--- src/rtl/tdl_pkg.sv ---
`timescale 1ns / 1ps

package tdl_pkg;

    localparam int NUM_STATES_DEF  = 64;
    localparam int NUM_CLASSES_DEF = 32;
    localparam int LINE_LENGTH_DEF = 256;

    localparam int CMDQ_DEPTH = 4;
    localparam int RESQ_DEPTH = 4;

    localparam logic [7:0] SPACE_CODE = 8'd32;

    // Function codes of an input word.
    localparam logic [2:0] FN_LOAD_CLASS = 3'd0;
    localparam logic [2:0] FN_LOAD_TRANS = 3'd1;
    localparam logic [2:0] FN_LOAD_KIND  = 3'd2;
    localparam logic [2:0] FN_SCAN       = 3'd3;
    localparam logic [2:0] FN_EOL        = 3'd4;

    // State kinds.
    localparam logic [1:0] KIND_PLAIN   = 2'd0;
    localparam logic [1:0] KIND_RETRACT = 2'd1;
    localparam logic [1:0] KIND_ACCEPT  = 2'd2;

    // Token kinds.
    localparam logic [1:0] TOK_ACCEPT  = 2'd0;
    localparam logic [1:0] TOK_RETRACT = 2'd1;
    localparam logic [1:0] TOK_ERROR   = 2'd2;
    localparam logic [1:0] TOK_SPACE   = 2'd3;

    typedef enum logic [2:0] {
        OP_LOAD_TRANS,
        OP_LOAD_KIND,
        OP_SCAN,
        OP_SPACE,
        OP_EOL
    } t_op;

    typedef struct packed {
        t_op               op;
        logic              cls_ok;
        logic [4:0]        cls;
        logic [5:0]        row;
        logic [4:0]        ld_col;
        logic signed [6:0] tgt;
        logic [1:0]        kind;
    } t_cmd;

    typedef struct packed {
        logic [1:0] kind;
        logic [7:0] first;
        logic [7:0] tok_end;
        logic       last;
    } t_res;

endpackage

--- src/rtl/tdl_cmd_fifo.sv ---
`timescale 1ns / 1ps

module tdl_cmd_fifo import tdl_pkg::*; #(
    parameter int DEPTH = CMDQ_DEPTH
) (
    input  logic i_clk,
    input  logic i_rst_n,
    input  logic i_wr_valid,
    output logic o_wr_ready,
    input  t_cmd i_wr_data,
    output logic o_rd_valid,
    input  logic i_rd_ready,
    output t_cmd o_rd_data
);

    localparam int AW = $clog2(DEPTH);
    localparam int CNTW = $clog2(DEPTH + 1);

    t_cmd            r_mem [DEPTH];
    logic [AW-1:0]   r_wp;
    logic [AW-1:0]   r_rp;
    logic [CNTW-1:0] r_cnt;

    logic wr;
    logic rd;

    assign o_wr_ready = r_cnt != CNTW'(DEPTH);
    assign o_rd_valid = r_cnt != '0;
    assign wr         = i_wr_valid && o_wr_ready;
    assign rd         = o_rd_valid && i_rd_ready;
    assign o_rd_data  = r_mem[r_rp];

    always_ff @(posedge i_clk) begin
        if (wr) begin
            r_mem[r_wp] <= i_wr_data;
        end
    end

    always_ff @(posedge i_clk) begin
        if (!i_rst_n) begin
            r_wp  <= '0;
            r_rp  <= '0;
            r_cnt <= '0;
        end else begin
            if (wr) begin
                r_wp <= r_wp + 1'b1;
            end
            if (rd) begin
                r_rp <= r_rp + 1'b1;
            end
            r_cnt <= r_cnt + CNTW'(wr) - CNTW'(rd);
        end
    end

endmodule

--- config.mk ---
export PLATFORM = sky130hd
export DESIGN_NAME = tdl_cmd_fifo
export DESIGN_NICKNAME = d
export VERILOG_FILES = /design/src/rtl/tdl_pkg.sv /design/src/rtl/tdl_cmd_fifo.sv
export SDC_FILE = /design/constraint.sdc
export NUM_CORES = 1
export LEC_CHECK = 0
export BUFFER_PORTS_ARGS = -buffer_cell sky130_fd_sc_hd__buf_2
export CAP_MARGIN = 20
export CORE_MARGIN = 2
export CORE_UTILIZATION = 60
export DETAILED_ROUTE_END_ITERATION = 10
export GPL_TIMING_DRIVEN = 0
export PLACE_DENSITY = 0.83
export SYNTH_ARGS = -nofsm -noshare
export SYNTH_HDL_FRONTEND = slang
export SYNTH_SLANG_ARGS = --single-unit
--- constraint.sdc ---
create_clock -name i_clk -period 5.9 [get_ports i_clk]
set_input_delay 0.59 -clock i_clk [delete_from_list [all_inputs] [get_ports i_clk]]
set_output_delay 0.59 -clock i_clk [all_outputs]
set_load 0.02 [all_outputs]
* After elaboration in Yosys (flattened, before gate mapping) *
Memory sizes are Yosys's and may differ from the RTL's. A register that Yosys moved wholly into a read port is not among the register bits.
Index checks and enable logic that the tools add are counted.

word-level totals
  register bits after elaboration = 7
  RAM bits = 116
  input bits = 33
  output and inout bits = 31
  logic and storage cells = 16
  memories = 1

cells by class
  add/sub/neg operators = 4
  equal/unequal tests = 1
  mux-type cells = 4
  reductions and logical operators = 3

memory list
  name   depth  bits a word  read ports  clocked after Yosys merged registers in  write ports  line                text
  r_mem  4      29           1           1                                        1            tdl_cmd_fifo.sv:19  t_cmd r_mem [DEPTH];

operators by type and width
  cell                   count
  $add A2 B1 Y2 const B  2
  $mux W2                2
  $add A3 B1 Y3          1
  $ne A3 B3 Y1 const B   1
  $reduce_bool A3 Y1     1
  $sub A3 B1 Y3          1
  $logic_and A1 B1 Y1    2
  $mux W1                2

* Longest topological paths before layout *
  word-level depth = 4
  mapped depth = 11
  depth with buffers taken out = 11

* Worst setup path before layout *
Ideal clock, no wire load.

  path kind = input to register
  start point = in i_wr_valid
  end point = reg r_cnt[2]
  arrival = 2.281 ns
  data required time = 5.785 ns
  slack = 3.504 ns
  cell stages on the path = 10
  path through = a21boi_1 > inv_1 > ha_1 > inv_1 > ha_1 > inv_1 > fa_1 > xnor2_1 > xnor2_1 > and2_1

on the way
  longest elaborated chain between the ends = 3

ends and longest elaborated chain
  element               line                text
  from (decl)           tdl_cmd_fifo.sv:8   input logic i_wr_valid,
  $logic_and A1 B1 Y1   tdl_cmd_fifo.sv:29  assign wr = i_wr_valid && o_wr_ready;
  $add A3 B1 Y3         tdl_cmd_fifo.sv:51  r_cnt <= r_cnt + CNTW'(wr) - CNTW'(rd);
  $sub A3 B1 Y3         tdl_cmd_fifo.sv:51
  to (signal assigned)  tdl_cmd_fifo.sv:51
  to (decl)             tdl_cmd_fifo.sv:22  logic [CNTW-1:0] r_cnt;

Every way passes these cells.
A chain may end at the register's enable or synchronous reset.

==> flow_summary.rst <==
.. list-table::
   :header-rows: 1

   * - Metric
     - Value
   * - Port bufs
     - 62
   * - Die footprint
     - between 0.008 and 0.009 mm2
   * - Mean instance size in the synthesized netlist
     - 23.4 um2
   * - Final min period
     - between 2 and 3 ns
   * - DRC errors left
     - 0
   * - Cell type with the highest aggregate area in the netlist
     - sky130_fd_sc_hd__edfxtp_1
   * - Critical path start-end classification
     - reg2out
   * - Peak ir drop on the vdd network
     - roughly 0.00028 V
   * - Storage cell area
     - around 0.0037 mm2
   * - Routed length per placed instance
     - 20.4 um
   * - Footprint of the multi-input gates
     - 928 um2
   * - Internal power
     - around 2000 uW
   * - Final setup violation count
     - 0
   * - TritonCTS buffer count
     - 17
   * - Adder-cell share of the synthesized area
     - 2.04%
   * - Transition time of the tightest slew-check pin
     - just over 0.8 ns
   * - Area added between synthesis and finish
     - 22.1%
   * - Count of yosys warnings during synthesis
     - 0
   * - Post-Syn Nets
     - around 240
   * - Proportion of power drawn by combinational gates
     - between 20 and 25%
   * - Worst-path maximum fanout
     - 10
   * - Insertion delay to the later sink of the worst-skew pair
     - 0.50 ns
   * - Number of gates resized after CTS
     - 0
   * - Power density over cell area
     - 480 mW/mm2
   * - Aggregate global routing overflow
     - 0
   * - Placement-stage worst setup slack
     - 3.27 ns
   * - Slew margin rel.
     - ~46%
   * - Remaining number of nets flagged by the antenna check after routing
     - 0
   * - Final non-filler cell total
     - between 300 and 400
   * - DRT Wirelength
     - ~8.0 mm
   * - Combinational family with the most area after synthesis
     - multiplexers
   * - Final slew viol count
     - 0
   * - Count of mapped cells out of synthesis
     - a little under 200
   * - RSZ-0062 raised after global routing
     - false
   * - Clock edge transition at the registers on the reported setup and hold paths
     - around 0.06 ns
   * - Worst hold slack across all endpoints
     - around 0.3 ns
   * - Root buf cell
     - sky130_fd_sc_hd__clkbuf_8
   * - Xor and xnor fraction of the mapped netlist area
     - less than 1%
   * - Class of the most critical hold timing path
     - in2reg
   * - Summed negative setup slack over all endpoints
     - 0 ns
   * - I/O pin total
     - 64
   * - Placeable core region
     - around 0.0076 mm2
   * - Post-placement cell count
     - 363
   * - Top area cells in the synthesized netlist
     - sky130_fd_sc_hd__edfxtp_1 (75%), sky130_fd_sc_hd__mux4_2 (14%), sky130_fd_sc_hd__dfxtp_1 (3.9%), sky130_fd_sc_hd__ha_1 (1.6%), sky130_fd_sc_hd__and2_1 (0.94%)
   * - Net load switching power
     - between 700 and 800 uW
   * - Number of clock sinks seen by CTS
     - 125
   * - Routed via count divided by cell count
     - roughly 5.6
   * - Achievable clock frequency
     - roughly 0.39 GHz
   * - Depth of the most critical reg-to-reg path
     - 11
   * - Final weighted congestion in routability-driven placement
     - 0.692
   * - CTS tree
     - built
   * - R2R Path End
     - r_cnt[2]$_SDFF_PN0_
   * - Capture point of the critical path
     - o_rd_data[17]
   * - Final critical-path setup slack
     - 3.35 ns
   * - Switching power as a share of total power
     - a little over a quarter
   * - Sequential share of power
     - between 40% and 50%
   * - Flops & latches, synth
     - 125
   * - CTS Hold Buffers Added
     - 0
   * - Fin nets
     - 320
   * - Reg2reg start
     - r_cnt[1]$_SDFF_PN0_
   * - Largest net degree at the start of global routing
     - 30
   * - Portion of netlist area occupied by mux cells
     - about 15%
   * - Register-to-register setup slack
     - 3.39 ns
   * - DRT Pass-1 Iters
     - 4
   * - Vertical extent of the die
     - 92.1 um
   * - Initial antenna violation count
     - 0
   * - Nature of the critical path endpoint
     - primary output
   * - First-pass GRT wire length
     - approximately 12 mm
   * - Fin. Hold Viols
     - 0
   * - Sequential cell area fraction in the yosys report
     - 78.6%
   * - Top cell type's share of synthesized area
     - roughly 75%
   * - Share of post-route cells with drive strength above 1
     - approximately 45%
   * - Syn Std Cell Area
     - between 0.004 and 0.005 mm2
   * - Static power due to leakage
     - 0.00199 uW
   * - Number of buffers on the longest clock path
     - 2
   * - Die Wd
     - around 92 um
   * - Number of H-tree branching levels
     - 4
   * - Kind of start point of the critical path
     - flip-flop
   * - Max cap viols
     - 0
   * - Initial core utilization
     - roughly 61%
   * - Number of fillers in the final layout
     - roughly 440
   * - Area fraction in compound gates after synthesis
     - less than 1%
   * - Distinct cells, synth
     - 22
   * - Antenna cells
     - 0
   * - Period utilization
     - 43.1%
   * - Proportion of power drawn by the clock network
     - a little over a third
   * - Tot GR Track Use
     - 20.5%
   * - Simple-gate area share of the yosys netlist
     - ~2.0%
   * - Number of buffers inserted by post-CTS setup repair
     - 0
   * - Status
     - finished clean
   * - Number of vias after detailed routing
     - 2201
   * - Vias in the first global route
     - 2192
   * - Required time of the critical path
     - 5.31 ns
   * - Crit path arrival time
     - between 1.5 and 2 ns
   * - Row Count
     - 32
   * - DP HPWL
     - 4.65 mm
   * - DRC marker count from the first detailed-route iteration
     - ~160
   * - Final clock skew
     - between 0.004 and 0.005 ns
==> cell usage in the layout (no fill, tap or decap), types with 3 or more instances in the layout <==
cell type	n
sky130_fd_sc_hd__inv_1	5
sky130_fd_sc_hd__and2_1	3
sky130_fd_sc_hd__xnor2_1	4
sky130_fd_sc_hd__mux4_2	28
sky130_fd_sc_hd__ha_1	6
sky130_fd_sc_hd__and2_2	4
sky130_fd_sc_hd__clkinvlp_4	3
sky130_fd_sc_hd__edfxtp_1	116
sky130_fd_sc_hd__nor2b_1	3
sky130_fd_sc_hd__buf_2	64
sky130_fd_sc_hd__bufinv_16	3
sky130_fd_sc_hd__clkbuf_16	16
sky130_fd_sc_hd__clkinv_4	4
sky130_fd_sc_hd__clkinv_2	3
sky130_fd_sc_hd__dfxtp_1	9
sky130_fd_sc_hd__nand2_1	5
==> through the flow <==
stage                     cell area [um2]  utilization, %  total power, uW
after floorplan                      4660               -             1570
after global placement               5100            67.0             1730
after detailed placement             5100            67.1             1750
after CTS                            5690            74.8             2760
after global routing                 5690            74.8             2840
final                                5690            74.8             2730
==> critical path, cell delays in order (launching register included) <==
cell,delay (ns)
sky130_fd_sc_hd__dfxtp_1,0.33
sky130_fd_sc_hd__buf_2,0.26
sky130_fd_sc_hd__buf_2,0.33
sky130_fd_sc_hd__mux4_2,0.36
sky130_fd_sc_hd__buf_2,0.18
==> final cells by class <==
class	instances	area share [%]
multi-input cells	62	16.3
plain buffers	7	0.989
clock inverters	14	3.01
repair buffers	62	5.45
flip-flops and latches	125	64.4
well taps	102	2.24
inverters	5	0.330
clock buffers	17	7.28
==> power groups by stage <==
stage,combinational (uW),sequential (uW),clock [uW]
floorplan,450,1120,0
global placement,603,1130,0
detailed placement,617,1140,0
CTS,622,1120,1020
global route,660,1130,1050
finish,610,1120,1000
==> Yosys cell counts <==
master and count:
sky130_fd_sc_hd__edfxtp_1 116, sky130_fd_sc_hd__mux4_2 28, sky130_fd_sc_hd__dfxtp_1 9, sky130_fd_sc_hd__and2_1 7
sky130_fd_sc_hd__ha_1 6, sky130_fd_sc_hd__inv_1 5, sky130_fd_sc_hd__nand2_1 5, sky130_fd_sc_hd__xnor2_1 4
sky130_fd_sc_hd__nor2b_1 3, sky130_fd_sc_hd__buf_2 2, sky130_fd_sc_hd__clkbuf_1 2, sky130_fd_sc_hd__mux2i_1 2
sky130_fd_sc_hd__a21boi_1 1, sky130_fd_sc_hd__buf_12 1, sky130_fd_sc_hd__buf_4 1, sky130_fd_sc_hd__buf_6 1
sky130_fd_sc_hd__fa_1 1, sky130_fd_sc_hd__mux4_1 1, sky130_fd_sc_hd__nor2_1 1, sky130_fd_sc_hd__o311ai_1 1
sky130_fd_sc_hd__o31a_1 1, sky130_fd_sc_hd__or3_1 1
==> kinds of logic (layout without fill, tap and decap cells) <==
| family | Yosys count | count (layout) |
|---|---|---|
| flip-flops | 125 | 125 |
| multiplexers | 31 | 31 |
| AND/OR/NAND/NOR | 17 | 17 |
| buffers and inverters | 12 | 105 |
| adder cells (fa/ha/maj) | 7 | 7 |
| XOR/XNOR | 4 | 4 |
| AO/OA/AOI/OAI | 3 | 3 |
==> metal layers <==
| metal | GRT usage, % | vias to the layer above | part of all wire [%] |
|---|---|---|---|
| met3 | 6.82 | 8 | 5.2 |
| met5 | 0 | - | 0 |
| met4 | 8.58 | 0 | 0.95 |
| met2 | 31.6 | 67 | 51 |
| li1 | - | 986 | - |
| met1 | 27.3 | 1140 | 43 |
==> how the worst min path moves through the flow <==
| stage | startpoint | endpoint | depth (start not counted) |
|---|---|---|---|
| floorplan | r_wp[1]$_SDFFE_PN0P_ | r_wp[1]$_SDFFE_PN0P_ | 2 |
| CTS | i_wr_data[23] | r_mem[0][23]$_DFFE_PP_ | 1 |
| global placement | r_wp[0]$_SDFFE_PN0P_ | r_wp[0]$_SDFFE_PN0P_ | 2 |
| finish | i_wr_data[23] | r_mem[2][23]$_DFFE_PP_ | 1 |
| detailed placement | r_wp[0]$_SDFFE_PN0P_ | r_wp[0]$_SDFFE_PN0P_ | 2 |
| global route | i_wr_data[9] | r_mem[3][9]$_DFFE_PP_ | 1 |
==> flip-flops by register name (all words and copies together) (netlist names), named ones only <==
register,count
r_cnt,3
r_mem,116
r_rp,2
r_wp,2
(Power assumes the default switching activity.)
