--- config.mk ---
export PLATFORM = sky130hd
export DESIGN_NAME = tdl_front
export DESIGN_NICKNAME = d
export VERILOG_FILES = /design/src/rtl/tdl_pkg.sv /design/src/rtl/tdl_front.sv
export SDC_FILE = /design/constraint.sdc
export NUM_CORES = 2
export LEC_CHECK = 0
export BUFFER_PORTS_ARGS = -buffer_cell sky130_fd_sc_hd__clkbuf_2
export CORE_ASPECT_RATIO = 1.2
export CORE_MARGIN = 2
export CORE_UTILIZATION = 35
export CTS_CLUSTER_SIZE = 12
export DETAILED_ROUTE_END_ITERATION = 12
export GPL_TIMING_DRIVEN = 0
export PLACE_DENSITY = 0.54
export SETUP_SLACK_MARGIN = 0.3
export SLEW_MARGIN = 5
export SYNTH_ARGS = -nofsm -noshare
export SYNTH_HDL_FRONTEND = slang
export SYNTH_SLANG_ARGS = --single-unit
--- constraint.sdc ---
create_clock -name i_clk -period 3 [get_ports i_clk]
set_clock_uncertainty 0.05 [all_clocks]
set_input_delay 0.6 -clock i_clk [delete_from_list [all_inputs] [get_ports i_clk]]
set_output_delay 0.6 -clock i_clk [all_outputs]
set_load 0.05 [all_outputs]
--- src/rtl/tdl_pkg.sv ---
`timescale 1ns / 1ps

package tdl_pkg;

    localparam int NUM_STATES_DEF  = 64;
    localparam int NUM_CLASSES_DEF = 32;
    localparam int LINE_LENGTH_DEF = 256;

    localparam int CMDQ_DEPTH = 4;
    localparam int RESQ_DEPTH = 4;

    localparam logic [7:0] SPACE_CODE = 8'd32;

    // Function codes of an input word.
    localparam logic [2:0] FN_LOAD_CLASS = 3'd0;
    localparam logic [2:0] FN_LOAD_TRANS = 3'd1;
    localparam logic [2:0] FN_LOAD_KIND  = 3'd2;
    localparam logic [2:0] FN_SCAN       = 3'd3;
    localparam logic [2:0] FN_EOL        = 3'd4;

    // State kinds.
    localparam logic [1:0] KIND_PLAIN   = 2'd0;
    localparam logic [1:0] KIND_RETRACT = 2'd1;
    localparam logic [1:0] KIND_ACCEPT  = 2'd2;

    // Token kinds.
    localparam logic [1:0] TOK_ACCEPT  = 2'd0;
    localparam logic [1:0] TOK_RETRACT = 2'd1;
    localparam logic [1:0] TOK_ERROR   = 2'd2;
    localparam logic [1:0] TOK_SPACE   = 2'd3;

    typedef enum logic [2:0] {
        OP_LOAD_TRANS,
        OP_LOAD_KIND,
        OP_SCAN,
        OP_SPACE,
        OP_EOL
    } t_op;

    typedef struct packed {
        t_op               op;
        logic              cls_ok;
        logic [4:0]        cls;
        logic [5:0]        row;
        logic [4:0]        ld_col;
        logic signed [6:0] tgt;
        logic [1:0]        kind;
    } t_cmd;

    typedef struct packed {
        logic [1:0] kind;
        logic [7:0] first;
        logic [7:0] tok_end;
        logic       last;
    } t_res;

endpackage

--- src/rtl/tdl_front.sv ---
`timescale 1ns / 1ps

module tdl_front import tdl_pkg::*; #(
    parameter int NUM_CLASSES = NUM_CLASSES_DEF
) (
    input  logic              i_clk,
    input  logic              i_rst_n,
    input  logic              i_push,
    output logic              o_full,
    input  logic [2:0]        i_func,
    input  logic [7:0]        i_char_code,
    input  logic signed [5:0] i_char_class,
    input  logic [5:0]        i_from_state,
    input  logic [4:0]        i_on_class,
    input  logic signed [6:0] i_next_state,
    input  logic [1:0]        i_kind_value,
    output logic              o_cmd_valid,
    output t_cmd              o_cmd,
    input  logic              i_cmd_ready
);

    logic [5:0]   r_map [256];
    logic [255:0] r_map_vld;
    logic [5:0]   r_map_q;
    logic         r_map_vq;

    logic              r_v;
    t_op               r_op;
    logic [5:0]        r_row;
    logic [4:0]        r_ld_col;
    logic signed [6:0] r_tgt;
    logic [1:0]        r_kind;

    logic accept;
    logic fwd;
    t_op  op;
    logic [5:0] cls_s;

    assign o_full      = r_v && !i_cmd_ready;
    assign accept      = i_push && !o_full;
    assign o_cmd_valid = r_v;

    always_comb begin
        fwd = 1'b1;
        op  = OP_SCAN;
        unique case (i_func)
            FN_LOAD_TRANS: op = OP_LOAD_TRANS;
            FN_LOAD_KIND:  op = OP_LOAD_KIND;
            FN_SCAN:       op = (i_char_code == SPACE_CODE) ? OP_SPACE : OP_SCAN;
            FN_EOL:        op = OP_EOL;
            default:       fwd = 1'b0;
        endcase
    end

    // Class map: written and read when a word is taken in.
    always_ff @(posedge i_clk) begin
        if (accept && i_func == FN_LOAD_CLASS) begin
            r_map[i_char_code] <= i_char_class;
        end
        if (accept) begin
            r_map_q  <= r_map[i_char_code];
            r_map_vq <= r_map_vld[i_char_code];
        end
    end

    always_ff @(posedge i_clk) begin
        if (!i_rst_n) begin
            r_map_vld <= '0;
            r_v       <= 1'b0;
        end else begin
            if (accept && i_func == FN_LOAD_CLASS) begin
                r_map_vld[i_char_code] <= 1'b1;
            end
            if (accept) begin
                r_v <= fwd;
            end else if (i_cmd_ready) begin
                r_v <= 1'b0;
            end
        end
    end

    always_ff @(posedge i_clk) begin
        if (accept) begin
            r_op     <= op;
            r_row    <= i_from_state;
            r_ld_col <= i_on_class;
            r_tgt    <= i_next_state;
            r_kind   <= i_kind_value;
        end
    end

    // An unmapped character reads as class -1.
    assign cls_s = r_map_vq ? r_map_q : 6'h3F;

    always_comb begin
        o_cmd        = '0;
        o_cmd.op     = r_op;
        o_cmd.cls_ok = !cls_s[5] && (32'(cls_s[4:0]) < NUM_CLASSES);
        o_cmd.cls    = cls_s[4:0];
        o_cmd.row    = r_row;
        o_cmd.ld_col = r_ld_col;
        o_cmd.tgt    = r_tgt;
        o_cmd.kind   = r_kind;
    end

    a_class_load_no_cmd: assert property (@(posedge i_clk) disable iff (!i_rst_n)
        accept && i_func == FN_LOAD_CLASS |=> !o_cmd_valid)
        else $error("class load produced an engine command");

    a_scan_forwarded: assert property (@(posedge i_clk) disable iff (!i_rst_n)
        accept && i_func == FN_SCAN |=> o_cmd_valid && (o_cmd.op == OP_SCAN || o_cmd.op == OP_SPACE))
        else $error("scanned character not forwarded");

endmodule

# Word level (Yosys, flattened, before mapping)
# Memories as Yosys holds them, arrays and structs flattened. A register that Yosys moved wholly into a read port is not among the register bits.
# Index checks and enable logic that the tools add are counted.
dict set report totals {
  register_bits 281
  mem_bits_rw 1536
  input_bits 41
  output_inout_bits 31
  wordCells 39
  mem_count 1
}
dict set report classes {
  order_cmp 2
  n_eq_ne 5
  muxes 12
  n_bitwise 1
  reduce_logical 10
}
# name words width rd rd_clocked_by_memory_dff write_ports line_no
set memory_table {}
lappend memory_table {r_map 256 6 1 1 1 tdl_front.sv:22} ;# logic [5:0] r_map [256];
# op n
set ops {}
lappend ops {{$or 256x256->256} 1}
lappend ops {{$pmux 3 s4} 1}
lappend ops {{$lt 8x9->1 const B} 1}
lappend ops {{$bmux 1 s8} 1}
lappend ops {{$demux 1 s8} 1}
lappend ops {{$eq 8x6->1 const B} 1}
lappend ops {{$ge 8x1->1 const B} 1}
lappend ops {{$mux 1} 8}
lappend ops {{$eq 3x2->1 const B} 2}
lappend ops {{$mux 6} 1}
lappend ops {{$logic_and 1x1->1} 4}
lappend ops {{$reduce_or 4->1} 1}
lappend ops {{$eq 3x1->1 const B} 1}
lappend ops {{$eq 3x3->1 const B} 1}
lappend ops {{$logic_not 1->1} 3}
lappend ops {{$logic_not 3->1} 1}
lappend ops {{$reduce_bool 2->1} 1}

# Logic depth before layout (Yosys ltp)
dict set report logic_depth {
  ltp_word 7
  ltp_mapped 8
  depth_no_buf 5
}

# Least setup slack after synthesis
# OpenSTA, ideal clock, no wires.
dict set report synth_timing {
  path_type {flip-flop to flip-flop}
  from {reg r_v, in the netlist o_cmd_valid}
  to {reg r_kind[0] (enable)}
  setup_time_ps 417
  arrival_ps 2424
  required_time_ps 2533
  path_slack_ps 109
  stages_incl_launch_ff 4
  path_buffers 1
  synth_period_minus_slack_ps 2891
  path_cell_list {dfxtp_1 nor2b_1 clkbuf_1 nor2_1}
}
dict set report synth_via {
  elab_chain_len 3
}
# element line_no
set synth_rtl {}
lappend synth_rtl {{start: declaration} tdl_front.sv:27} ;# logic r_v;
lappend synth_rtl {{start signal: assignment} tdl_front.sv:75} ;# r_v <= fwd;
lappend synth_rtl {{$logic_and 1x1->1} tdl_front.sv:39} ;# assign o_full = r_v && !i_cmd_ready;
lappend synth_rtl {{named net o_full} tdl_front.sv:9} ;# output logic o_full,
lappend synth_rtl {{$logic_not 1->1} tdl_front.sv:40} ;# assign accept = i_push && !o_full;
lappend synth_rtl {{$logic_and 1x1->1} tdl_front.sv:40}
lappend synth_rtl {{named net accept} tdl_front.sv:34} ;# logic accept;
lappend synth_rtl {{end signal: assignment} tdl_front.sv:88} ;# r_kind <= i_kind_value;
lappend synth_rtl {{end: declaration} tdl_front.sv:32} ;# logic [1:0] r_kind;
# The timed path passes the listed nets, and every way through them passes these cells.
# A chain may end at the register's enable or synchronous reset.

==> impl_metrics.env <==
export IMPL_synth_cell_types=31
export IMPL_routed_wl_um=204000
export IMPL_critPathCaptureType="flip-flop"
export IMPL_track_usage=0.201
export IMPL_max_freq_ghz=0.327
export IMPL_tns_ns=-0.0806
export IMPL_worstHoldStart="i_char_class[4]"
export IMPL_synth_most_common_cell="edfxtp_1"
export IMPL_initial_core_util=0.352
export IMPL_viasPerCell=5.53
export IMPL_routedWlPerCell_um=31.2
export IMPL_core_area_um2=196000
export IMPL_p_seq_frac=0.531
export IMPL_clock_sinks=1823
export IMPL_place_congestion=0.931
export IMPL_syn2layout_area_growth_pct=18.7
export IMPL_nNetsFinal=3810
export IMPL_r2r_cells=5
export IMPL_hold_viol_final=0
export IMPL_setup_viol=2
export IMPL_cts_htree_levels=4
export IMPL_status="finished with violations"
export IMPL_cts_buffer_depth=3
export IMPL_rsz0062_at_grt="yes"
export IMPL_synth_cells=3456
export IMPL_violations="negative setup slack"
export IMPL_insertion_delay_ns=0.84
export IMPL_synth_top_area_frac=0.681
export IMPL_postLayoutCoreUtil=0.418
export IMPL_combinationalPowerShare=0.055
export IMPL_synthTopCellsByArea="edfxtp_1, mux4_2, dfxtp_1"
export IMPL_first_global_vias=36900
export IMPL_cts_buffers_inserted=180
export IMPL_cpMostUsedCell="clkbuf_2"
export IMPL_ant_nets=0
export IMPL_grt_max_degree=133
export IMPL_drv_cap=0
export IMPL_post_synth_cell_area_avg_um2=20.0
export IMPL_die_area_um2=201000
export IMPL_cp_slowest_stage_delay_ns=0.72
export IMPL_dp_hpwl_um=139000
export IMPL_synth_top_cell_by_area="edfxtp_1"
export IMPL_synthesis_nets=3497
export IMPL_path_clk_slew_ns=0.06
export IMPL_grt_ovfl_total=0
export IMPL_clock_root_buffer="clkbuf_16"
export IMPL_switching_share=0.223
export IMPL_crit_chain="clkbuf_2, clkbuf_1, nand2_2, clkbuf_2, a21oi_2, o41ai_4, nand4_1"
export IMPL_drc=0
export IMPL_hp_class="in -> reg"
export IMPL_whs_path_depth=1
export IMPL_peakVddDrop_uv=445
export IMPL_portBuffers=68
export IMPL_synth_seq_area_share=0.756
export IMPL_intPower_uw=40300
export IMPL_syn_area_um2=69000
export IMPL_crit_fanout=10
export IMPL_power_density_nw_per_um2=633
export IMPL_ios=72
export IMPL_rrSetupSlack_ns=0.03
export IMPL_vias=36100
export IMPL_finalCriticalPeriod_ns=3.06
export IMPL_dr_pass1_iters=5
export IMPL_worst_ep_required_time_ns=3.40
export IMPL_synthArstFlopShare=0
export IMPL_fin_ws_ns=-0.0566
export IMPL_arrival_ns=3.46
export IMPL_synth_edf_count=1566
export IMPL_cp_start_kind="input pin"
export IMPL_drv_slew=0
export IMPL_antenna_found_initial=7
export IMPL_cts_tree="built"
export IMPL_die_width_um=409
export IMPL_relSlewSlack=0.118
export IMPL_min_period_over_period=1.02
export IMPL_hold_ws_ns=0.0461
export IMPL_grt_pass1_wl_um=284000
export IMPL_ys_flop_type="edfxtp_1"
export IMPL_synth_warnings=0
export IMPL_post_layout_nonfiller_instances=6542
export IMPL_drive_gt1_frac=0.321
export IMPL_rows=178
export IMPL_hold_path_end="r_map[148][4]"
export IMPL_synth_seq_cells=1823
export IMPL_critPathSlowestCell="o41ai_4"
export IMPL_critical_path_class="in -> reg"
export IMPL_pwr_share_clk=0.414
export IMPL_n_fill_cell=17300
export IMPL_power_switching_uw=11600
export IMPL_synth_commonest_cells="edfxtp_1, mux4_2, nor2_1"
export IMPL_drt_iter0_drc=3698
export IMPL_leakagePower_uw=0.0250
export IMPL_tightest_slew_ns=1.32
export IMPL_r2r_start="r_map[175][5]"
export IMPL_place_inst=6157
export IMPL_rr_endpoint="r_map_q[5]"
export IMPL_fp_dieH_um=490
## cell usage in the layout (no fill, tap or decap), types with 8 or more instances in the layout
master / count
edfxtp_1: 1566
mux4_2: 448
dfxtp_1: 257
o21a_1: 256
a22oi_1: 192
clkbuf_16: 187
clkbuf_1: 180
nor2_4: 155
clkbuf_2: 92
a21oi_1: 92
nor2_2: 71
buf_4: 44
clkbuf_4: 35
nor2_1: 34
a22oi_2: 32
clkbuf_8: 31
dlygate4sd3_1: 22
buf_16: 21
buf_6: 20
a21oi_2: 20
buf_2: 17
o41ai_1: 16
buf_8: 11
buf_12: 9
nor2b_1: 8
clkinv_1: 8
## metal layers
layer	up-vias	wire (um)	GRT usage
met5	-	29	0
met4	4	9200	0.0887
met3	356	12700	0.0366
met2	1338	103000	0.340
met1	19500	79200	0.253
li1	15000	-	-
## registers in the layout (all words and copies together), names as in the netlist
register and count:
r_map_vq 1, o_cmd_valid 1, r_ld_col 5, r_tgt 7
r_map 1536, r_map_q 6, r_map_vld 256, r_kind 2
r_row 6, r_op 3
## how the worst max path moves through the flow
stage	to	start	slack (ns)	cells past startpoint
after detailed placement	r_map_q[3]	i_char_code[1]	-2.83	8
after global routing	r_map_q[1]	r_map[172][1]	0.02	5
after global placement	r_map_q[3]	i_char_code[1]	-3.50	8
after CTS	r_map[53][0]	o_cmd_valid	0.08	6
final	r_map_q[5]	i_char_code[5]	-0.06	7
after floorplan	r_map[181][0]	o_cmd_valid	0.27	6
## area by class of cell
type / count / area (um^2) / area share
Sequential cell: 1823 / 52200 / 0.637
Inverter: 2 / 7.51 / 0.0000916
Buffer: 230 / 1740 / 0.0212
Tap cell: 2610 / 3270 / 0.0399
Clock buffer: 311 / 5210 / 0.0636
Multi-Input combinational cell: 1401 / 17800 / 0.218
Clock inverter: 30 / 315 / 0.00385
Timing Repair Buffer: 131 / 1390 / 0.0170
Antenna cell: 4 / 10.0 / 0.000122
## metrics by stage
stage	cell area [um^2]	total power (uW)	setup slack, ns
detailed placement	73500	30700	-2.83
floorplan	69200	29400	0.271
CTS	81400	52200	0.0818
global route	81900	53200	0.0167
global placement	72800	30700	-3.50
finish	81900	51900	-0.0566
## repair_timing
item / CTS / global route
endpoints found under the hold margin: 22 / 0
setup buffers: 17 / 0
setup endpoints to repair: 1801 / 1589
resized for setup: 590 / 156
pin swaps: 31 / 14
hold buffers: 22 / 0
cloned: 1 / 0
## worst max-delay path: cells and delay by family
family | cells | cell delay, ns
AO/OA/AOI/OAI | 2 | 0.87
AND/OR/NAND/NOR | 2 | 0.94
buffers and inverters | 3 | 1.01
## kinds of logic after synthesis
kind of cell | count (synthesis) | share of synthesized area
AO/OA/AOI/OAI | 625 | 0.0643
XOR/XNOR | 1 | 0.000127
buffers and inverters | 232 | 0.0138
flip-flops | 1823 | 0.756
multiplexers | 448 | 0.146
AND/OR/NAND/NOR | 327 | 0.0196
## power by group through the flow
stage,registers [uW],clock network (uW),logic [uW]
finish,27500,21500,2880
floorplan,28100,0,1210
detailed placement,28100,0,2660
CTS,27500,21800,2860
global placement,28200,0,2530
global route,27500,22700,2980
No activity file was read; power rests on OpenSTA's default activity.
