## src/rtl/tdl_pkg.sv

```systemverilog
`timescale 1ns / 1ps

package tdl_pkg;

    localparam int NUM_STATES_DEF  = 64;
    localparam int NUM_CLASSES_DEF = 32;
    localparam int LINE_LENGTH_DEF = 256;

    localparam int CMDQ_DEPTH = 4;
    localparam int RESQ_DEPTH = 4;

    localparam logic [7:0] SPACE_CODE = 8'd32;

    // Function codes of an input word.
    localparam logic [2:0] FN_LOAD_CLASS = 3'd0;
    localparam logic [2:0] FN_LOAD_TRANS = 3'd1;
    localparam logic [2:0] FN_LOAD_KIND  = 3'd2;
    localparam logic [2:0] FN_SCAN       = 3'd3;
    localparam logic [2:0] FN_EOL        = 3'd4;

    // State kinds.
    localparam logic [1:0] KIND_PLAIN   = 2'd0;
    localparam logic [1:0] KIND_RETRACT = 2'd1;
    localparam logic [1:0] KIND_ACCEPT  = 2'd2;

    // Token kinds.
    localparam logic [1:0] TOK_ACCEPT  = 2'd0;
    localparam logic [1:0] TOK_RETRACT = 2'd1;
    localparam logic [1:0] TOK_ERROR   = 2'd2;
    localparam logic [1:0] TOK_SPACE   = 2'd3;

    typedef enum logic [2:0] {
        OP_LOAD_TRANS,
        OP_LOAD_KIND,
        OP_SCAN,
        OP_SPACE,
        OP_EOL
    } t_op;

    typedef struct packed {
        t_op               op;
        logic              cls_ok;
        logic [4:0]        cls;
        logic [5:0]        row;
        logic [4:0]        ld_col;
        logic signed [6:0] tgt;
        logic [1:0]        kind;
    } t_cmd;

    typedef struct packed {
        logic [1:0] kind;
        logic [7:0] first;
        logic [7:0] tok_end;
        logic       last;
    } t_res;

endpackage

```

## src/rtl/tdl_res_fifo.sv

```systemverilog
`timescale 1ns / 1ps

module tdl_res_fifo import tdl_pkg::*; #(
    parameter int DEPTH = RESQ_DEPTH
) (
    input  logic       i_clk,
    input  logic       i_rst_n,
    input  logic [1:0] i_wr_cnt,
    input  t_res       i_wr0,
    input  t_res       i_wr1,
    output logic       o_room2,
    output logic       o_empty,
    input  logic       i_pop,
    output t_res       o_data
);

    localparam int AW = $clog2(DEPTH);
    localparam int CNTW = $clog2(DEPTH + 1);

    t_res            r_mem [DEPTH];
    logic [AW-1:0]   r_wp;
    logic [AW-1:0]   r_rp;
    logic [CNTW-1:0] r_cnt;

    logic rd;

    // The engine writes only when two entries are free, so no write is refused.
    assign o_room2 = r_cnt <= CNTW'(DEPTH - 2);
    assign o_empty = r_cnt == '0;
    assign rd      = i_pop && !o_empty;
    assign o_data  = r_mem[r_rp];

    always_ff @(posedge i_clk) begin
        if (i_wr_cnt != 2'd0) begin
            r_mem[r_wp] <= i_wr0;
        end
        if (i_wr_cnt == 2'd2) begin
            r_mem[r_wp + 1'b1] <= i_wr1;
        end
    end

    always_ff @(posedge i_clk) begin
        if (!i_rst_n) begin
            r_wp  <= '0;
            r_rp  <= '0;
            r_cnt <= '0;
        end else begin
            r_wp <= r_wp + AW'(i_wr_cnt);
            if (rd) begin
                r_rp <= r_rp + 1'b1;
            end
            r_cnt <= r_cnt + CNTW'(i_wr_cnt) - CNTW'(rd);
        end
    end

    a_no_overflow: assert property (@(posedge i_clk) disable iff (!i_rst_n)
        i_wr_cnt != 2'd0 |-> r_cnt + CNTW'(i_wr_cnt) <= CNTW'(DEPTH))
        else $error("result queue overflow");

endmodule

```

## config.mk

```make
export PLATFORM = sky130hd
export DESIGN_NAME = tdl_res_fifo
export DESIGN_NICKNAME = d
export VERILOG_FILES = /design/src/rtl/tdl_pkg.sv /design/src/rtl/tdl_res_fifo.sv
export SDC_FILE = /design/constraint.sdc
export NUM_CORES = 1
export LEC_CHECK = 0
export ABC_AREA = 1
export BUFFER_PORTS_ARGS = -buffer_cell sky130_fd_sc_hd__buf_2
export CELL_PAD_IN_SITES_DETAIL_PLACEMENT = 2
export CELL_PAD_IN_SITES_GLOBAL_PLACEMENT = 2
export CORE_ASPECT_RATIO = 2
export CORE_MARGIN = 2
export CORE_UTILIZATION = 38
export DETAILED_ROUTE_END_ITERATION = 8
export GPL_TIMING_DRIVEN = 0
export HOLD_SLACK_MARGIN = 0.02
export PLACE_DENSITY_LB_ADDON = 0.15
export SYNTH_ARGS = -nofsm -noshare
export SYNTH_HDL_FRONTEND = slang
export SYNTH_SLANG_ARGS = --single-unit
```

## constraint.sdc

```tcl
create_clock -name i_clk -period 5.7 [get_ports i_clk]
set_input_delay 0.285 -clock i_clk [delete_from_list [all_inputs] [get_ports i_clk]]
set_output_delay 0.285 -clock i_clk [all_outputs]
set_load 0.01 [all_outputs]
```

# Word level (Yosys, flattened, before mapping)
# Memory sizes are Yosys's and may differ from the RTL's. A register that Yosys moved wholly into a read port is not among the register bits.
# Cells that the tools add are included.
# W data, S select, Z words.
# word_totals
ff_bits	7
ram_bits	76
out_inout_bits	21
elab_cells	21
memories	1
# op_classes
add_sub_neg	5
order_cmp	1
n_eq_ne	1
n_mux	6
n_reduce_logical	4
# mem_list
memory	words	width	read_ports	rd_ports_with_merged_regs	write_ports	line_no	text
r_mem	4	19	1	1	2	tdl_res_fifo.sv:20	t_res r_mem [DEPTH];
# ops
cell	n
$add A2 B1 Y2 const B	2
$mux W1	4
$mux W2	2
$add A3 B2 Y3	1
$le A3 B2 Y1 const B	1
$logic_not A3 Y1	1
$sub A3 B1 Y3	1
$add A2 B2 Y2	1
$eq A2 B2 Y1 const B	1
$reduce_bool A2 Y1	1
$logic_and A1 B1 Y1	1
$logic_not A1 Y1	1

# Longest topological paths before layout
# Gate-level depths: netlist (run 1).
# logic_depth
ltp_word	5
ltp_mapped	12
ltp_nobuf	12

# Worst setup path after synthesis (run 1)
# No wires, ideal clock.
# synth_timing
path_kind	reg-to-reg
start	register r_wp[0]
end	memory r_mem[3][0] in the netlist's numbering, enable pin
setup_ns	0.425
arrival_time_ns	2.062
t_required_ns	5.275
setup_slack_ns	3.213
path_stages_with_launch	3
path_buffers	0
period_less_slack_ns	2.487
path_cell_list	dfxtp_1 inv_1 o31ai_1
# synth_rtl
element	line_no	text
from (decl)	tdl_res_fifo.sv:21	logic [AW-1:0] r_wp;
from (signal assigned)	tdl_res_fifo.sv:48	r_wp <= r_wp + AW'(i_wr_cnt);
to (decl)	tdl_res_fifo.sv:20	

==> results of run 1 <==
==> tightest hold or removal path: cells and delay by family <==
family	cells	cell delay (ps)
compound gates	1	80
simple gates	1	70
buf+inv	1	100
==> power by group through the flow <==
stage / sequential (µW) / combinational [µW] / clock [µW]
global placement: 799 / 498 / 0
floorplan: 792 / 309 / 0
CTS: 790 / 556 / 684
global route: 795 / 604 / 707
detailed placement: 802 / 548 / 0
finish: 789 / 543 / 680
==> flip-flops by register name, indices dropped and copies added, names as in the netlist, named ones only <==
signal  flops
r_rp        2
r_wp        2
r_cnt       3
r_mem      76
==> path summary, 6_finish.rpt <==
path,start,end,slack [ps]
max,register,o_data[8],3400
max reg2reg,r_cnt[2],r_cnt[2],3480
min,i_pop,r_rp[0],230
min reg2reg,r_rp[0],r_rp[0],520
==> cells by family after synthesis <==
| kind of cell | count (synthesis) | share of synthesized area [%] |
|---|---|---|
| simple gates | 144 | 14.1 |
| compound gates | 142 | 17.9 |
| flops | 85 | 58.7 |
| buf+inv | 63 | 7.58 |
| fa+ha+maj | 5 | 1.67 |
==> stage by stage <==
step	hold slack [ps]	total power [µW]	setup WS, ps	instance area (µm²)
after global placement	474	1300	1760	4680
final	229	2010	3400	5130
after detailed placement	509	1350	3470	4800
after CTS	232	2030	3370	5130
after global routing	248	2110	3270	5130
after floorplan	378	1100	3210	4190
==> area by class of cell <==
cell class              count  area (µm²)  area share (%)
flip-flops and latches     85        2460            48.0
multi-input cells         291        1470            28.6
repair buffers             67         375            7.31
clock buffers               9         225            4.39
plain buffers              27         183            3.56
well taps                 140         175            3.41
inverters                  36         135            2.63
clock inverters             6         111            2.17
==> synth_stat cells <==
cell | n | area [µm²]
dfxtp_1 | 9 | 180
fa_1 | 1 | 20.0
or2_2 | 1 | 6.26
buf_4 | 1 | 7.51
edfxtp_1 | 76 | 2280
buf_6 | 7 | 78.8
clkbuf_1 | 7 | 26.3
buf_8 | 1 | 15.0
o22ai_1 | 19 | 119
o21ai_2 | 2 | 17.5
o21ai_1 | 42 | 210
nor2_8 | 1 | 20.0
nand3_2 | 4 | 40.0
clkbuf_2 | 5 | 25.0
nor2_1 | 46 | 173
nand3_1 | 3 | 15.0
o31ai_1 | 4 | 30.0
a21oi_1 | 5 | 25.0
inv_1 | 34 | 128
nand2_2 | 1 | 6.26
ha_1 | 4 | 50.1
o21ai_0 | 70 | 350
nand2_1 | 88 | 330
inv_2 | 2 | 7.51
buf_2 | 6 | 30.0
==> metal layers <==
layer,share of wire [%],wire [µm],vias up,track usage (%)
li1,-,-,1674,-
met3,3.0,440,32,3.97
met1,34,4950,1772,25.4
met2,60,8800,90,51.6
met5,0,0,-,0
met4,3.3,483,0,12.0
==> metrics.md, run 1 <==
| Metric | Value |
|---|---|
| Fin Clk Skew | `3.20 ps` |
| CTS max path bufs | `2` |
| Pwr Density | `392 nW/µm²` |
| Levels on crit path | `5` |
| Bufs and invs on worst path | `3` |
| Combinational share of power | `27.0%` |
| Final Setup Violations | `0` |
| Clk_lat worst skew | `350 ps` |
| Highest clock rate | `0.434 GHz` |
| FF-to-FF path depth | `11` |
| Via count | `3568` |
| Ys Warns | `0` |
| DRT Pass-1 Iters | `4` |
| Crit-path cells | `buf_2 > clkbuf_1 > o21ai_0 > o22ai_1 > buf_2` |
| Setup TNS | `0 ps` |
| CTS HTree Levels | `3` |
| Max VDD drop | `~0.00022 V` |
| Static leakage | `0.00218 µW` |
| Avg Inst Size Synth | `~9.6 µm²` |
| # rows | `54` |
| Commonest cells after routing, fill and taps aside | `88 x nand2_1, 76 x edfxtp_1, 70 x o21ai_0` |
| Area of the die | `11900 µm²` |
| Sequential power share | `39.2%` |
| Int Power | `around 1400 µW` |
| Commonest non-fill, non-tap cell in the layout | `nand2_1` |
| Vias in the first global route | `between 4000 and 5000` |
| Core area | `10800 µm²` |
| Largest net degree at the start of global routing | `15` |
| Most used cell, CP | `buf_2` |
| Slowest stage delay, CP | `460 ps` |
| Arrival @ worst endpoint | `2020 ps` |
| Tightest Pin Transition | `919 ps` |
| Final std cells w/o fill | `661` |
| Hold_buf cts | `0` |
| RSZ-0062 raised after global routing | `false` |
| Boundary pin count | `64` |
| Syn_nets | `slightly below 500` |
| Share of cells above drive strength 1 | `22.5%` |
| Core Util, Final | `47.5%` |
| Crit Path Category | `reg -> out` |
| Ant. Diodes | `0` |
| Mapped Cells | `about 440` |
| Cells after DPL | `646` |
| DR WL/cell | `22.2 µm` |
| RePlAce Congestion | `~0.75` |
| WL final | `~15000 µm` |
| Vias per inst | `about 5.4` |
| Post-route ant nets | `0` |
| Total grt overflow | `0` |
| Clock transition at path regs | `60 ps` |
| Status | `completed` |
| Post-CTS sizing | `0` |
| Post-Syn Area | `roughly 4200 µm²` |
| Worst min path class | `in -> reg` |
| Synth-to-layout area growth | `22.5%` |
| Fillers | `1204` |
| First-pass GRT wire length | `22800 µm` |
| Post-synth cell types | `25` |
| Post-CTS Setup Inserts | `0` |
| Final Hold Fails | `0` |
| CP endpoint kind | `output port` |
| Critical Path RT | `about 5400 ps` |
| Crit path max-delay cell type | `clkbuf_1` |
| Initial antenna violation count | `0` |
| Cell family with most CP delay | `buffers and inverters` |
| Max transition margin | `between 30 and 40%` |
| Root Buffer | `clkbuf_16` |
| Nets@finish | `between 500 and 600` |
| Starting Density | `38.8%` |
| Port bufs | `63` |
| Clock tree sinks | `85` |
| Die W | `78.3 µm` |
| Die H | `roughly 150 µm` |
| Worst Path Max Fanout | `10` |
| Drt drc | `0` |
| Fin crit period | `2300 ps` |
| Sw Ratio | `31.8%` |
| Hold depth | `3` |
| NetSw | `640 µW` |
| Startpoint types | `register` |
| Yosys reg bits | `85` |
| Detailed Route Iter0 Violations | `155` |
| Max Cap Viol | `0` |
| Pins Over Slew Limit | `0` |
| Inserted Clock Buffers | `9` |
| Fin crit share | `40.4%` |
| Sequential fraction of the synthesis area | `around 59%` |
| GRT Overall Usage | `26.1%` |
| CTS tree | `done` |
| Clk pwr share | `33.8%` |
| Post-DP HPWL | `between 10000 and 15000 µm` |
(Power assumes the default switching activity.)
==> run 2: changes to the inputs <==
Settings changed: CORE_UTILIZATION 38 to 35.
Clock period 5.7 ns to 2.2 ns, I/O delays scaled along.
==> run 2 against run 1 <==
Net effect: worst setup slack lost 3300 ps; power grew 150%; worst hold slack lost 160 ps; wire length shrank 0.82%; clock power grew 120%; first-iteration DRC count shrank 24%.
==> metrics.md, run 2 (synthesis results as in run 1) <==
| Metric | Value |
|---|---|
| Crit Path Category | `reg -> reg` |
| Post-CTS Setup Inserts | `0` |
| Sw Ratio | `about a third` |
| Startpoint types | `register` |
| Vias in the first global route | `slightly above 4000` |
| FF-to-FF path depth | `5` |
| CTS max path bufs | `2` |
| Tightest Pin Transition | `850 ps` |
| # rows | `56` |
| Hold_buf cts | `0` |
| Boundary pin count | `64` |
| Int Power | `roughly 3400 µW` |
| Max VDD drop | `0.000508 V` |
| Fin crit period | `2070 ps` |
| Die H | `159 µm` |
| Design Power | `5020 µW` |
| CTS HTree Levels | `3` |
| Initial antenna violation count | `0` |
| RSZ-0062 raised after global routing | `false` |
| DR WL/cell | `21.8 µm` |
| Post-route ant nets | `0` |
| Max transition margin | `between 40% and 50%` |
| Worst setup margin | `132 ps` |
| Biggest regs | `r_mem (76), r_cnt (3)` |
| Port bufs | `63` |
| Detailed Route Iter0 Violations | `118` |
| Ant. Diodes | `0` |
| Synth-to-layout area growth | `22.2%` |
| WL final | `14600 µm` |
| Worst Path Max Fanout | `11` |
| Worst min path class | `in -> reg` |
| Largest Register | `r_mem` |
| Via count | `3623` |
| Combinational share of power | `slightly below 30%` |
| Core Util, Final | `between 40 and 50%` |
| GRT Overall Usage | `24.0%` |
| Drt drc | `0` |
| Clock transition at path regs | `60 ps` |
| Sequential power share | `approximately two fifths` |
| First-pass GRT wire length | `22600 µm` |
| Hold depth | `3` |
| Flop-to-flop setup slack | `130 ps` |
| Clock tree sinks | `85` |
| Critical Path RT | `2300 ps` |
| Max reg flops | `76` |
| Post-DP HPWL | `10600 µm` |
| Commonest cells after routing, fill and taps aside | `87 x nand2_1, 76 x edfxtp_1, 70 x o21ai_0` |
| Fin crit share | `94.0%` |
| Static leakage | `0.00216 µW` |
| Clk_lat worst skew | `340 ps` |
| Status | `completed` |
| Max Cap Viol | `0` |
| Core area | `11700 µm²` |
| Root Buffer | `clkbuf_16` |
| Die W | `81.4 µm` |
| Inserted Clock Buffers | `9` |
| Pwr Density | `980 nW/µm²` |
| Commonest non-fill, non-tap cell in the layout | `nand2_1` |
| DP Worst Slack | `-54.3 ps` |
| Share of cells above drive strength 1 | `23.6%` |
| Starting Density | `35.8%` |
| CTS tree | `done` |
| Fillers | `1323` |
| Final Setup Violations | `0` |
| NetSw | `1660 µW` |
| RePlAce Congestion | `0.779` |
| Total grt overflow | `0` |
| CP endpoint kind | `register` |
| Area of the die | `12900 µm²` |
| Vias per inst | `5.43` |
| Fin Clk Skew | `9.36 ps` |
| Arrival @ worst endpoint | `2160 ps` |
| Largest net degree at the start of global routing | `15` |
| Pins Over Slew Limit | `0` |
| Highest clock rate | `0.484 GHz` |
| Nets@finish | `565` |
| DRT Pass-1 Iters | `4` |
| Clk pwr share | `30.3%` |
| Final Hold Fails | `0` |
==> run 2: cell count changes in the layout (fill, tap and decap cells not counted), moves of 2 or more <==
cell / previous run / this run
dfxtp_1: 9 / 7
bufinv_16: 3 / 1
buf_8: 5 / 3
dfxtp_2: 0 / 2
==> run 2: final timing paths <==
| path | start | endpoint |
|---|---|---|
| worst max register to register | r_wp[0] | r_mem[3][2] |
| worst min-delay path | i_pop | r_rp[0] |
| worst max-delay path | r_wp[0] | r_mem[3][2] |
| worst min register to register | r_rp[0] | r_rp[0] |
==> run 2: what timing repair did <==
action                     4_1_cts  5_1_grt
setup endpoints to repair        1        2
gates resized for setup          2        7
cloned                           0        0
pin swaps                        2        0
==> run 2: power groups by stage <==
| stage | clock network [µW] | logic, µW | registers [µW] |
|---|---|---|---|
| 2_1_floorplan | 0 | 801 | 2050 |
| 3_3_place_gp | 0 | 1320 | 2070 |
| 3_5_place_dp | 0 | 1450 | 2080 |
| 4_1_cts | 1540 | 1470 | 2040 |
| 5_1_grt | 1580 | 1620 | 2070 |
| 6_report | 1520 | 1450 | 2050 |
==> run 2: per-layer routing <==
layer	global-route usage, %	share of wire, %	vias to the layer above
met5	0	0	-
met4	9.17	3.2	0
met3	3.01	3.1	31
met2	46.7	59	95
met1	24.3	35	1817
li1	-	-	1680
==> run 2: critical path, cell delays in order, from the launching register on <==
cell,delay [ps]
dfxtp_1,560
inv_1,240
nand3_2,160
clkbuf_2,370
o31ai_4,270
buf_8,230
==> run 2: stage by stage <==
step                      instance area (µm²)  TNS, ps  instances  hold slack (ps)
final                                    5120        0        667             64.1
after global routing                     5120        0        667             93.8
after CTS                                5110        0        667             63.0
after detailed placement                 4810    -54.3        651              413
after global placement                   4690  -127460        647              406
after floorplan                          4190   -17670        439              203
==> run 2: cell type report <==
| class | instances | area (µm²) | share of cell area (%) |
|---|---|---|---|
| plain buffers | 27 | 184 | 3.59 |
| clock buffers | 10 | 229 | 4.47 |
| clock inverters | 6 | 62.6 | 1.22 |
| inverters | 36 | 135 | 2.64 |
| multi-input cells | 291 | 1480 | 28.9 |
| flip-flops and latches | 85 | 2460 | 48.1 |
| well taps | 145 | 181 | 3.54 |
| repair buffers | 67 | 384 | 7.50 |
==> run 3: changes to the inputs <==
Settings changed: CORE_MARGIN 2 to default, PLACE_DENSITY_LB_ADDON 0.15 to 0.1.
==> run 3 against run 2 <==
Net effect: combinational power is essentially flat; worst setup slack gained 43 ps; critical path depth grew 6; worst hold slack lost 10 ps; sequential power is essentially flat; via count shrank 0.88%; cell count shrank 0.15%; wire length shrank 0.58%; design area grew 1.5%; sequential cell count is the same; register-to-register slack gained 40 ps; critical endpoint is now r_cnt[2]; highest routed layer unchanged.
==> metrics.md, run 3 (synthesis results as in run 1) <==
| Metric | Value |
|---|---|
| Static leakage | `0.00221 µW` |
| Max VDD drop | `0.000497 V` |
| Fin Clk Skew | `between 10 and 15 ps` |
| # rows | `56` |
| WL final | `14500 µm` |
| Inserted Clock Buffers | `9` |
| Clock transition at path regs | `around 60 ps` |
| Critical Path RT | `2440 ps` |
| Port bufs | `63` |
| Starting Density | `between 30% and 40%` |
| Commonest cells after routing, fill and taps aside | `87 x nand2_1, 76 x edfxtp_1, 70 x o21ai_0` |
| Sequential power share | `38.7%` |
| Highest clock rate | `0.494 GHz` |
| Fin crit share | `a little over 90%` |
| Cell family with most CP delay | `adder cells` |
| Initial antenna violation count | `0` |
| Ant. Diodes | `0` |
| Max transition margin | `between 40% and 50%` |
| Boundary pin count | `64` |
| Vias in the first global route | `4126` |
| Post-DP HPWL | `10400 µm` |
| First-pass GRT wire length | `22100 µm` |
| Hold WS | `roughly 54 ps` |
| Worst Path Max Fanout | `4` |
| Cells after DPL | `around 650` |
| Commonest non-fill, non-tap cell in the layout | `nand2_1` |
| Final std cells w/o fill | `666` |
| CP Launch Point | `r_cnt[2]` |
| Crit path max-delay cell type | `dfxtp_4` |
| HP Start | `i_pop` |
| Die H | `between 150 and 200 µm` |
| Status | `completed` |
| Biggest regs | `r_mem (76), r_cnt (3)` |
| Drt drc | `0` |
| Sw Ratio | `31.9%` |
| DRT Pass-1 Iters | `4` |
| Max reg flops | `76` |
| Clock tree sinks | `85` |
| Fin crit period | `between 2000 and 2500 ps` |
| Vias per inst | `5.39` |
| Crit Path Category | `reg -> reg` |
| Largest Register | `r_mem` |
| CP endpoint kind | `register` |
| Bufs and invs on worst path | `2` |
| Hold_buf cts | `0` |
| Worst reg2reg startpoint | `r_cnt[2]` |
| Largest net degree at the start of global routing | `20` |
| Slowest stage delay, CP | `370 ps` |
| Arrival @ worst endpoint | `2270 ps` |
| Pins Over Slew Limit | `0` |
| Die W | `79.4 µm` |
| Int Power | `3620 µW` |
| Worst min path class | `in -> reg` |
| Final Setup Violations | `0` |
| Root Buffer | `clkbuf_16` |
| Post-route ant nets | `0` |
| Total grt overflow | `0` |
| Tightest Pin Transition | `751 ps` |
| Combinational share of power | `~28%` |
| Pwr Density | `1020 nW/µm²` |
| CTS HTree Levels | `3` |
| CTS max path bufs | `2` |
| Area of the die | `12400 µm²` |
| Share of cells above drive strength 1 | `about a quarter` |
| DR WL/cell | `between 20 and 25 µm` |
| Core area | `11700 µm²` |
| Clk pwr share | `33.8%` |
| Crit-path cells | `nor2_4 > nand2_2 > inv_1 > nor2_1 > ha_1 > inv_1 > ha_1 > fa_2 > or2_4 > a21oi_2 > nor2_1` |
| RePlAce Congestion | `0.753` |
| RSZ-0062 raised after global routing | `false` |
| GRT Overall Usage | `25.1%` |
| NetSw | `1700 µW` |
| Nets@finish | `564` |
| Via count | `between 3000 and 4000` |
| Detailed Route Iter0 Violations | `138` |
| Clk_lat worst skew | `350 ps` |
| Final Hold Fails | `0` |
| Startpoint types | `register` |
| Synth-to-layout area growth | `24.0%` |
| CTS tree | `done` |
| Max Cap Viol | `0` |
[run 3: path summary, 6_finish.rpt]
path	end	slack, ps	depth (start not counted)
worst min-delay path	r_rp[0]	50	3
worst min register to register	r_rp[0]	510	2
worst max-delay path	r_cnt[2]	170	11
worst max register to register	r_cnt[2]	170	11
[run 3: what timing repair did]
item                       4_1_cts  5_1_grt
cloned                           0        0
setup endpoints to repair        3        2
gates resized for setup          3        7
pin swaps                        1        0
setup buffers                    1        0
[run 3: worst reg2reg max path: stages (launching register included)]
cell	delay, ps
dfxtp_4	370
nor2_4	120
nand2_2	70
inv_1	70
nor2_1	40
ha_1	260
inv_1	40
ha_1	180
fa_2	350
or2_4	260
a21oi_2	110
nor2_1	50
[run 3: cell type report]
type | instances | area (µm²)
fill | 1308 | 6500
sequential | 85 | 2470
multi-input combinational | 291 | 1490
timing repair buffer | 68 | 408
clock buffer | 9 | 225
tap | 145 | 181
buffer | 25 | 176
inverter | 36 | 135
clock inverter | 7 | 121
[run 3: metrics by stage]
step	area (µm²)	power, µW	worst slack [ps]	util (%)	setup TNS (ps)
final	5200	5310	175	44.4	0
after global routing	5200	5560	41.4	44.4	0
after CTS	5180	5340	49.8	44.3	0
after detailed placement	4830	3510	-63.3	41.3	-63.3
after global placement	4690	3400	-1860	40.1	-130240
after floorplan	4190	2850	-287	-	-17670
[run 3: power groups by stage]
| stage | sequential [µW] | combinational (µW) | clock [µW] |
|---|---|---|---|
| floorplan | 2050 | 801 | 0 |
| global placement | 2080 | 1330 | 0 |
| CTS | 2050 | 1470 | 1820 |
| detailed placement | 2080 | 1440 | 0 |
| global route | 2070 | 1620 | 1870 |
| finish | 2060 | 1460 | 1800 |
[run 3: layer usage]
layer | up-vias | routed length [µm] | GRT usage [%]
met5 | - | 0 | 0
met4 | 0 | 512 | 12.4
met3 | 39 | 445 | 2.68
met2 | 95 | 8550 | 50.4
met1 | 1779 | 4960 | 24.1
li1 | 1678 | - | -
